--- config.mk ---
export PLATFORM = sky130hd
export DESIGN_NAME = multichannel_moving_average
export DESIGN_NICKNAME = d
export VERILOG_FILES = /design/src/rtl/core/mma_pkg.sv /design/src/rtl/core/multichannel_moving_average.sv
export SDC_FILE = /design/constraint.sdc
export NUM_CORES = 2
export LEC_CHECK = 0
export BUFFER_PORTS_ARGS = -buffer_cell sky130_fd_sc_hd__buf_4
export CAP_MARGIN = 30
export CORE_MARGIN = 5
export CORE_UTILIZATION = 49
export CTS_BUF_LIST = sky130_fd_sc_hd__clkbuf_16
export CTS_CLUSTER_SIZE = 8
export DETAILED_ROUTE_END_ITERATION = 7
export PLACE_DENSITY = 0.66
export SLEW_MARGIN = 20
export SYNTH_ARGS = -nofsm -noshare
export SYNTH_HDL_FRONTEND = slang
export SYNTH_SLANG_ARGS = --single-unit
--- constraint.sdc ---
create_clock -name clk -period 12.68 [get_ports clk]
set_clock_uncertainty 0.2 [all_clocks]
set_input_delay 1.268 -clock clk [delete_from_list [all_inputs] [get_ports clk]]
set_output_delay 1.268 -clock clk [all_outputs]
set_load 0.1 [all_outputs]
--- src/rtl/core/mma_pkg.sv ---
package mma_pkg;

  // Fixed field widths
  localparam int CHAN_IN_W = 3;
  localparam int SAMPLE_W  = 16;
  localparam int AVG_W     = 16;
  localparam int COUNT_W   = 5;

  // Sizing
  localparam int CHANNELS     = 8;
  localparam int WINDOW_DEPTH = 16;

  localparam int CH_W  = (CHANNELS > 1) ? $clog2(CHANNELS) : 1;
  localparam int WP_W  = (WINDOW_DEPTH > 1) ? $clog2(WINDOW_DEPTH) : 1;
  localparam int CNT_W = $clog2(WINDOW_DEPTH + 1);
  localparam int SUM_W = SAMPLE_W + ((WINDOW_DEPTH > 1) ? $clog2(WINDOW_DEPTH) : 0) + 1;
  localparam int IT_W  = $clog2(SUM_W);

  typedef logic [CH_W-1:0]            ch_t;
  typedef logic [WP_W-1:0]            wp_t;
  typedef logic [CNT_W-1:0]           cnt_t;
  typedef logic [CNT_W:0]             rem_ext_t;
  typedef logic signed [SAMPLE_W-1:0] sample_t;
  typedef logic signed [SUM_W-1:0]    sum_t;
  typedef logic [SUM_W-1:0]           mag_t;
  typedef logic [IT_W-1:0]            it_t;
  typedef logic [AVG_W-1:0]           avg_t;
  typedef logic [COUNT_W-1:0]         count_t;

  typedef enum logic [5:0] {
    S_IDLE   = 6'b000001,
    S_READ   = 6'b000010,
    S_UPDATE = 6'b000100,
    S_PREP   = 6'b001000,
    S_DIV    = 6'b010000,
    S_FINISH = 6'b100000
  } state_t;

endpackage

--- src/rtl/core/multichannel_moving_average.sv ---
// Sequence: an accepted transaction passes read, update, prepare, a 21-bit divide and
//   finish before its result shows at the output.
// Flow: one transaction at a time; in_stall is high while one is in work. The restoring
//   divider computes one quotient bit per cycle. A stalled result still held in the
//   output register holds the finish step.
// Reset (rst, synchronous, active high) clears pointers, fill counts, running sums,
//   the sequencer and the output valid. The sample memory is not cleared.
module multichannel_moving_average (
  input  logic                               clk,
  input  logic                               rst,
  // input channel
  input  logic                               in_valid,
  output logic                               in_stall,
  input  logic [mma_pkg::CHAN_IN_W-1:0]      channel,
  input  logic signed [mma_pkg::SAMPLE_W-1:0] sample,
  // output channel
  output logic                               out_valid,
  input  logic                               out_stall,
  output logic signed [mma_pkg::AVG_W-1:0]   average,
  output logic [mma_pkg::COUNT_W-1:0]        valid_count
);

  mma_pkg::state_t state;

  // Per-channel control state: small, read at one place chosen by the latched channel
  mma_pkg::wp_t  write_pointer [mma_pkg::CHANNELS];
  mma_pkg::cnt_t fill_count    [mma_pkg::CHANNELS];
  mma_pkg::sum_t running_sum   [mma_pkg::CHANNELS];

  // Sample windows; never cleared, an old sample only enters the sum once the window is full
  mma_pkg::sample_t sample_store [mma_pkg::CHANNELS][mma_pkg::WINDOW_DEPTH];

  // Working registers of the transaction in flight
  mma_pkg::ch_t     ch;
  mma_pkg::sample_t sample_r;
  mma_pkg::sample_t old_sample;
  mma_pkg::sum_t    sum_r;
  logic             neg;

  // Divider: quotient shifts left through quo, remainder in rem
  mma_pkg::mag_t quo;
  mma_pkg::cnt_t rem;
  mma_pkg::cnt_t divisor;
  mma_pkg::it_t  it_cnt;

  logic               in_accept;
  logic               out_take;
  mma_pkg::ch_t       ch_in;
  logic               full;
  mma_pkg::cnt_t      cnt_next;
  mma_pkg::wp_t       wp_next;
  mma_pkg::sum_t      sum_next;
  mma_pkg::rem_ext_t  rem_sh;
  mma_pkg::rem_ext_t  diff;
  logic               ge;
  mma_pkg::avg_t      q16;

  assign in_stall  = (state != mma_pkg::S_IDLE);
  assign in_accept = in_valid && !in_stall;
  assign out_take  = out_valid && !out_stall;

  // Channel numbers at or past CHANNELS wrap around; eight compare-subtract steps on 4 bits
  always_comb begin
    logic [mma_pkg::CHAN_IN_W:0] c;
    c = {1'b0, channel};
    for (int i = 0; i < 8; i++) begin
      if (c >= (mma_pkg::CHAN_IN_W + 1)'(mma_pkg::CHANNELS)) begin
        c = c - (mma_pkg::CHAN_IN_W + 1)'(mma_pkg::CHANNELS);
      end
    end
    ch_in = mma_pkg::ch_t'(c);
  end

  // Window bookkeeping for the update step
  assign full     = (fill_count[ch] == mma_pkg::cnt_t'(mma_pkg::WINDOW_DEPTH));
  assign cnt_next = full ? fill_count[ch] : fill_count[ch] + mma_pkg::cnt_t'(1);
  assign wp_next  = (write_pointer[ch] == mma_pkg::wp_t'(mma_pkg::WINDOW_DEPTH - 1)) ?
                    '0 : write_pointer[ch] + mma_pkg::wp_t'(1);
  assign sum_next = running_sum[ch] + mma_pkg::sum_t'(sample_r)
                    - (full ? mma_pkg::sum_t'(old_sample) : '0);

  // One restoring step
  assign rem_sh = {rem, quo[mma_pkg::SUM_W-1]};
  assign diff   = rem_sh - {1'b0, divisor};
  assign ge     = !diff[mma_pkg::CNT_W];

  assign q16 = quo[mma_pkg::AVG_W-1:0];

  // Memory: old slot read and new sample written in the same cycle
  always_ff @(posedge clk) begin
    if (state == mma_pkg::S_READ) begin
      old_sample <= sample_store[ch][write_pointer[ch]];
      sample_store[ch][write_pointer[ch]] <= sample_r;
    end
  end

  // Sequencer and control state
  always_ff @(posedge clk) begin
    if (rst) begin
      state     <= mma_pkg::S_IDLE;
      out_valid <= 1'b0;
      for (int i = 0; i < mma_pkg::CHANNELS; i++) begin
        write_pointer[i] <= '0;
        fill_count[i]    <= '0;
        running_sum[i]   <= '0;
      end
    end else begin
      // the finish step reloads the register itself when it hands over a result
      if (out_take && state != mma_pkg::S_FINISH) begin
        out_valid <= 1'b0;
      end
      case (state)
        mma_pkg::S_IDLE: begin
          if (in_accept) begin
            state <= mma_pkg::S_READ;
          end
        end
        mma_pkg::S_READ: begin
          state <= mma_pkg::S_UPDATE;
        end
        mma_pkg::S_UPDATE: begin
          running_sum[ch]   <= sum_next;
          fill_count[ch]    <= cnt_next;
          write_pointer[ch] <= wp_next;
          state             <= mma_pkg::S_PREP;
        end
        mma_pkg::S_PREP: begin
          state <= mma_pkg::S_DIV;
        end
        mma_pkg::S_DIV: begin
          if (it_cnt == '0) begin
            state <= mma_pkg::S_FINISH;
          end
        end
        mma_pkg::S_FINISH: begin
          // wait for a free output register
          if (!out_valid || !out_stall) begin
            out_valid <= 1'b1;
            state     <= mma_pkg::S_IDLE;
          end
        end
        default: begin
          state <= mma_pkg::S_IDLE;
        end
      endcase
    end
  end

  // Datapath registers, no reset
  always_ff @(posedge clk) begin
    case (state)
      mma_pkg::S_IDLE: begin
        if (in_accept) begin
          ch       <= ch_in;
          sample_r <= sample;
        end
      end
      mma_pkg::S_UPDATE: begin
        sum_r   <= sum_next;
        divisor <= cnt_next;
      end
      mma_pkg::S_PREP: begin
        // divide magnitudes; sign comes back at the end (truncation toward zero)
        neg    <= sum_r[mma_pkg::SUM_W-1];
        quo    <= sum_r[mma_pkg::SUM_W-1] ? mma_pkg::mag_t'(-sum_r) : mma_pkg::mag_t'(sum_r);
        rem    <= '0;
        it_cnt <= mma_pkg::it_t'(mma_pkg::SUM_W - 1);
      end
      mma_pkg::S_DIV: begin
        rem    <= ge ? diff[mma_pkg::CNT_W-1:0] : rem_sh[mma_pkg::CNT_W-1:0];
        quo    <= {quo[mma_pkg::SUM_W-2:0], ge};
        it_cnt <= it_cnt - mma_pkg::it_t'(1);
      end
      mma_pkg::S_FINISH: begin
        if (!out_valid || !out_stall) begin
          average     <= neg ? -q16 : q16;
          valid_count <= mma_pkg::count_t'(divisor);
        end
      end
      default: begin
      end
    endcase
  end

endmodule

==> flow_summary.ini <==
[cts]
cts_buffers = 352
cts-hold-fix-buffers = 0
htreeDepth = 5
cts_tree = yes
clk_root_buffer_cell = clkbuf_16
ctsResizeCount = 0
cts.sinks = 2412
cts.path.max_buffers = 4
clkTransAtPathRegs_ps = 50
clkLatencyLatePin_ps = 940
postCtsSetupRepairBufs = 0

[logic_synthesis]
ys_types = 71
postSynthCellCount = 4857
synthesis.nets = 4938
ys_seq_area_share_pct = 74.9
avgSynthCellArea_um2 = 19.9
netlist_area_um2 = 96600
synth_largest_area_cell = edfxtp_1
async_flop_share_pct = 0
synth_edf_count = 2402
yosysWarnings = 0
synth_ff_type = edfxtp_1
ys_seq_elements = 2412
synth_area_leaders = edfxtp_1 (75%), mux4_2 (13%), a211oi_1 (1.7%)
synth_top_area_share_pct = 74.7

[global_route]
antenna_found_initial = 12
grt_max_degree = 128
grt_pass1_vias = 49200
grt_pass1_wl_um = 345000
grtUsageTotal_pct = 23.1
overflow = 0

[run]
cap_violations = 0

[power_and_ir_drop]
p_clk_share_pct = 35.9
switching_share_pct = 28.9
powerDensity_nw_per_um2 = 203
pwr-share-comb_pct = 22.8
switchingPower_w = 0.00646
p_int_w = 0.0159
leakage_nw = 35.8
pwr-share-seq_pct = 41.3
peakVddDrop_mv = 0.153

[timing]
fin_crit_ps = 6420
worst_slew_pin_slew_ps = 1120
worst_hold_slack_ps = 311
setup_slack_ps = 6260
fin_crit_sh_pct = 50.6
fin_tns_setup_ps = 0
worst_slew_margin_rel_pct = 25.3
slew_violations = 0
max_freq_mhz = 156
hold_viol_final = 0
rsz0062_at_grt = false
setup_viol = 0

[floorplan]
die_h_um = 454
row_count = 163
die-area_um2 = 206000
ios = 46
fp.coreArea_um2 = 197000
start_util_pct = 49.1
die_x_um = 454

[placement]
dp_slack_ps = 6300
hpwl_um = 136000
io_buffers = 45
dpl-instance-area_um2 = 101000
gp_congestion = 0.839
dp.cells = 7504

[route]
via_count = 49000
first_pass_iters = 6
drtIter0Drc = 5481
routed_wirelength_um = 238000
final_antenna_net_count = 0
drc = 0
wire_per_inst_um = 30.1
via_per_inst = 6.20

[cells_and_area]
finalNonFillerCells = 7914
fill_cells = 14500
area_growth_pct = 14.2
drive_gt1_share_pct = 24.2
final-seq-area_um2 = 72300
finish.net_count = 5312
design_area_um2 = 110000
multi_input_area_um2 = 22600

[worst_setup_path]
cp_common_cell = buf_4
crit_type = register to register
cp_top_family = buffers and inverters
path_buf_inv = 4
crit_cells = 10
crit_path_cell_trace = buf_4 > buf_12 > buf_4 > buf_4 > mux4_2 > and2_1 > a211oi_1 > a31oi_1 > a32oi_1 > nand3_1
required_ps = 13100
cp-end-kind = register
critPathArrivalTime_ps = 6840
startpoint_type = register
critPathMaxFanout = 112
reg2regPathDepth = 10
slowest_delay_ps = 800
worst_path_max_delay_cell = dfxtp_4

[run_status]
status = complete, no violations

[min_path]
hold_path_depth = 0
holdCritPathClass = register to register
-- area by class of cell --
cell class              count  area share [%]
well taps                2640            2.99
clock buffers             360            8.16
multi-input cells        2080            20.5
clock inverters            32           0.171
repair buffers            292            2.30
flip-flops and latches   2412            65.6
inverters                  93           0.323
diodes                      5          0.0113
-- placed cells by master (no fill, tap or decap), types with 8 or more instances in the layout --
| cell | Yosys | routed |
|---|---|---|
| nand3_1 | 52 | 51 |
| nor2_1 | 378 | 373 |
| a21oi_1 | 30 | 29 |
| o31ai_1 | 12 | 12 |
| o21ai_0 | 35 | 35 |
| mux2i_1 | 125 | 125 |
| mux4_2 | 570 | 569 |
| nand2_1 | 136 | 136 |
| nand2b_1 | 24 | 16 |
| nand2b_2 | 0 | 8 |
| a211o_1 | 20 | 20 |
| clkbuf_16 | 0 | 361 |
| nor4_1 | 19 | 18 |
| edfxtp_1 | 2402 | 2402 |
| and2_1 | 86 | 86 |
| a21o_1 | 8 | 8 |
| buf_4 | 30 | 258 |
| a211oi_1 | 213 | 212 |
| buf_16 | 0 | 11 |
| xor2_1 | 22 | 22 |
| ha_1 | 37 | 37 |
| fa_1 | 21 | 21 |
| a31oi_1 | 16 | 16 |
| nor3_1 | 37 | 37 |
| and2_0 | 10 | 10 |
| xnor2_1 | 35 | 35 |
| nor2b_1 | 88 | 88 |
| inv_1 | 90 | 113 |
| a32oi_1 | 16 | 16 |
-- worst paths after layout --
check,startpoint,endpoint,slack [ps]
max,register,old_sample[4],6260
min,divisor[2],valid_count[2],310
max reg2reg,register,old_sample[4],6260
min reg2reg,divisor[2],valid_count[2],310
-- cells in the mapped netlist (all sizes together) (3+ instances only) --
cell / count
edfxtp: 2402
mux4: 570
nor2: 378
a211oi: 213
buf: 156
nand2: 136
mux2i: 128
clkbuf: 116
and2: 96
inv: 92
nor2b: 88
nand3: 52
nor3: 39
o21ai: 39
ha: 37
xnor2: 36
a21oi: 30
nand2b: 24
xor2: 22
fa: 21
a211o: 20
nor4: 19
a31oi: 16
a32oi: 16
o31ai: 12
dfxtp: 10
a21o: 8
or3: 7
or4: 6
mux2: 5
o21a: 5
a21boi: 4
and3: 4
nand4: 4
nor3b: 4
o211ai: 4
o41ai: 4
or2: 4
or3b: 4
nand3b: 3
o2111ai: 3
-- worst register-to-register path: cells and delay by family, from the launching register on --
| kind | cells | cell delay [ps] |
|---|---|---|
| AO/OA/AOI/OAI | 3 | 1450 |
| buffers and inverters | 4 | 2970 |
| flip-flops | 1 | 800 |
| multiplexers | 1 | 390 |
| AND/OR/NAND/NOR | 2 | 290 |
-- flip-flops by register name, summed over array words and instances, names as in the netlist, 6 cells and up, named ones only --
signal / flops
sample_store: 2048
running_sum: 168
fill_count: 40
write_pointer: 32
quo: 21
sum_r: 21
average: 16
old_sample: 16
sample_r: 16
state: 6
-- metrics by stage --
stage,utilization (%),power (W)
4_1_cts,56.0,0.0224
3_3_place_gp,51.1,0.0143
2_1_floorplan,-,0.0128
5_1_grt,56.1,0.0232
3_5_place_dp,51.3,0.0144
6_report,56.1,0.0224
-- layer usage --
metal | GRT usage [%] | part of all wire, % | vias up
li1 | - | - | 20400
met1 | 32.2 | 40 | 26000
met2 | 36.2 | 48 | 2253
met3 | 5.27 | 8.6 | 444
met4 | 8.52 | 3.7 | 8
met5 | 0 | 0.022 | -
-- power by group through the flow --
stage                     Combinational [W]  Clock, W  Sequential (W)
after global placement              0.00494         0         0.00939
after floorplan                     0.00331         0         0.00947
after detailed placement            0.00503         0         0.00938
final                               0.00510   0.00802         0.00923
after global routing                0.00546   0.00851         0.00922
after CTS                           0.00505   0.00815         0.00923
-- cell families (layout without fill, tap and decap cells) --
family,Yosys count,in the layout,synth area share (%)
DFF,2412,2412,74.9
and+or+nand+nor,873,873,4.27
muxes,703,703,14.7
AOI/OAI and AO/OA,388,388,2.91
buffers and inverters,365,777,1.81
adders and majority gates,58,58,0.914
xor gates and xnor gates,58,58,0.534
other,0,5,0
No activity file was read; power rests on OpenSTA's default activity.
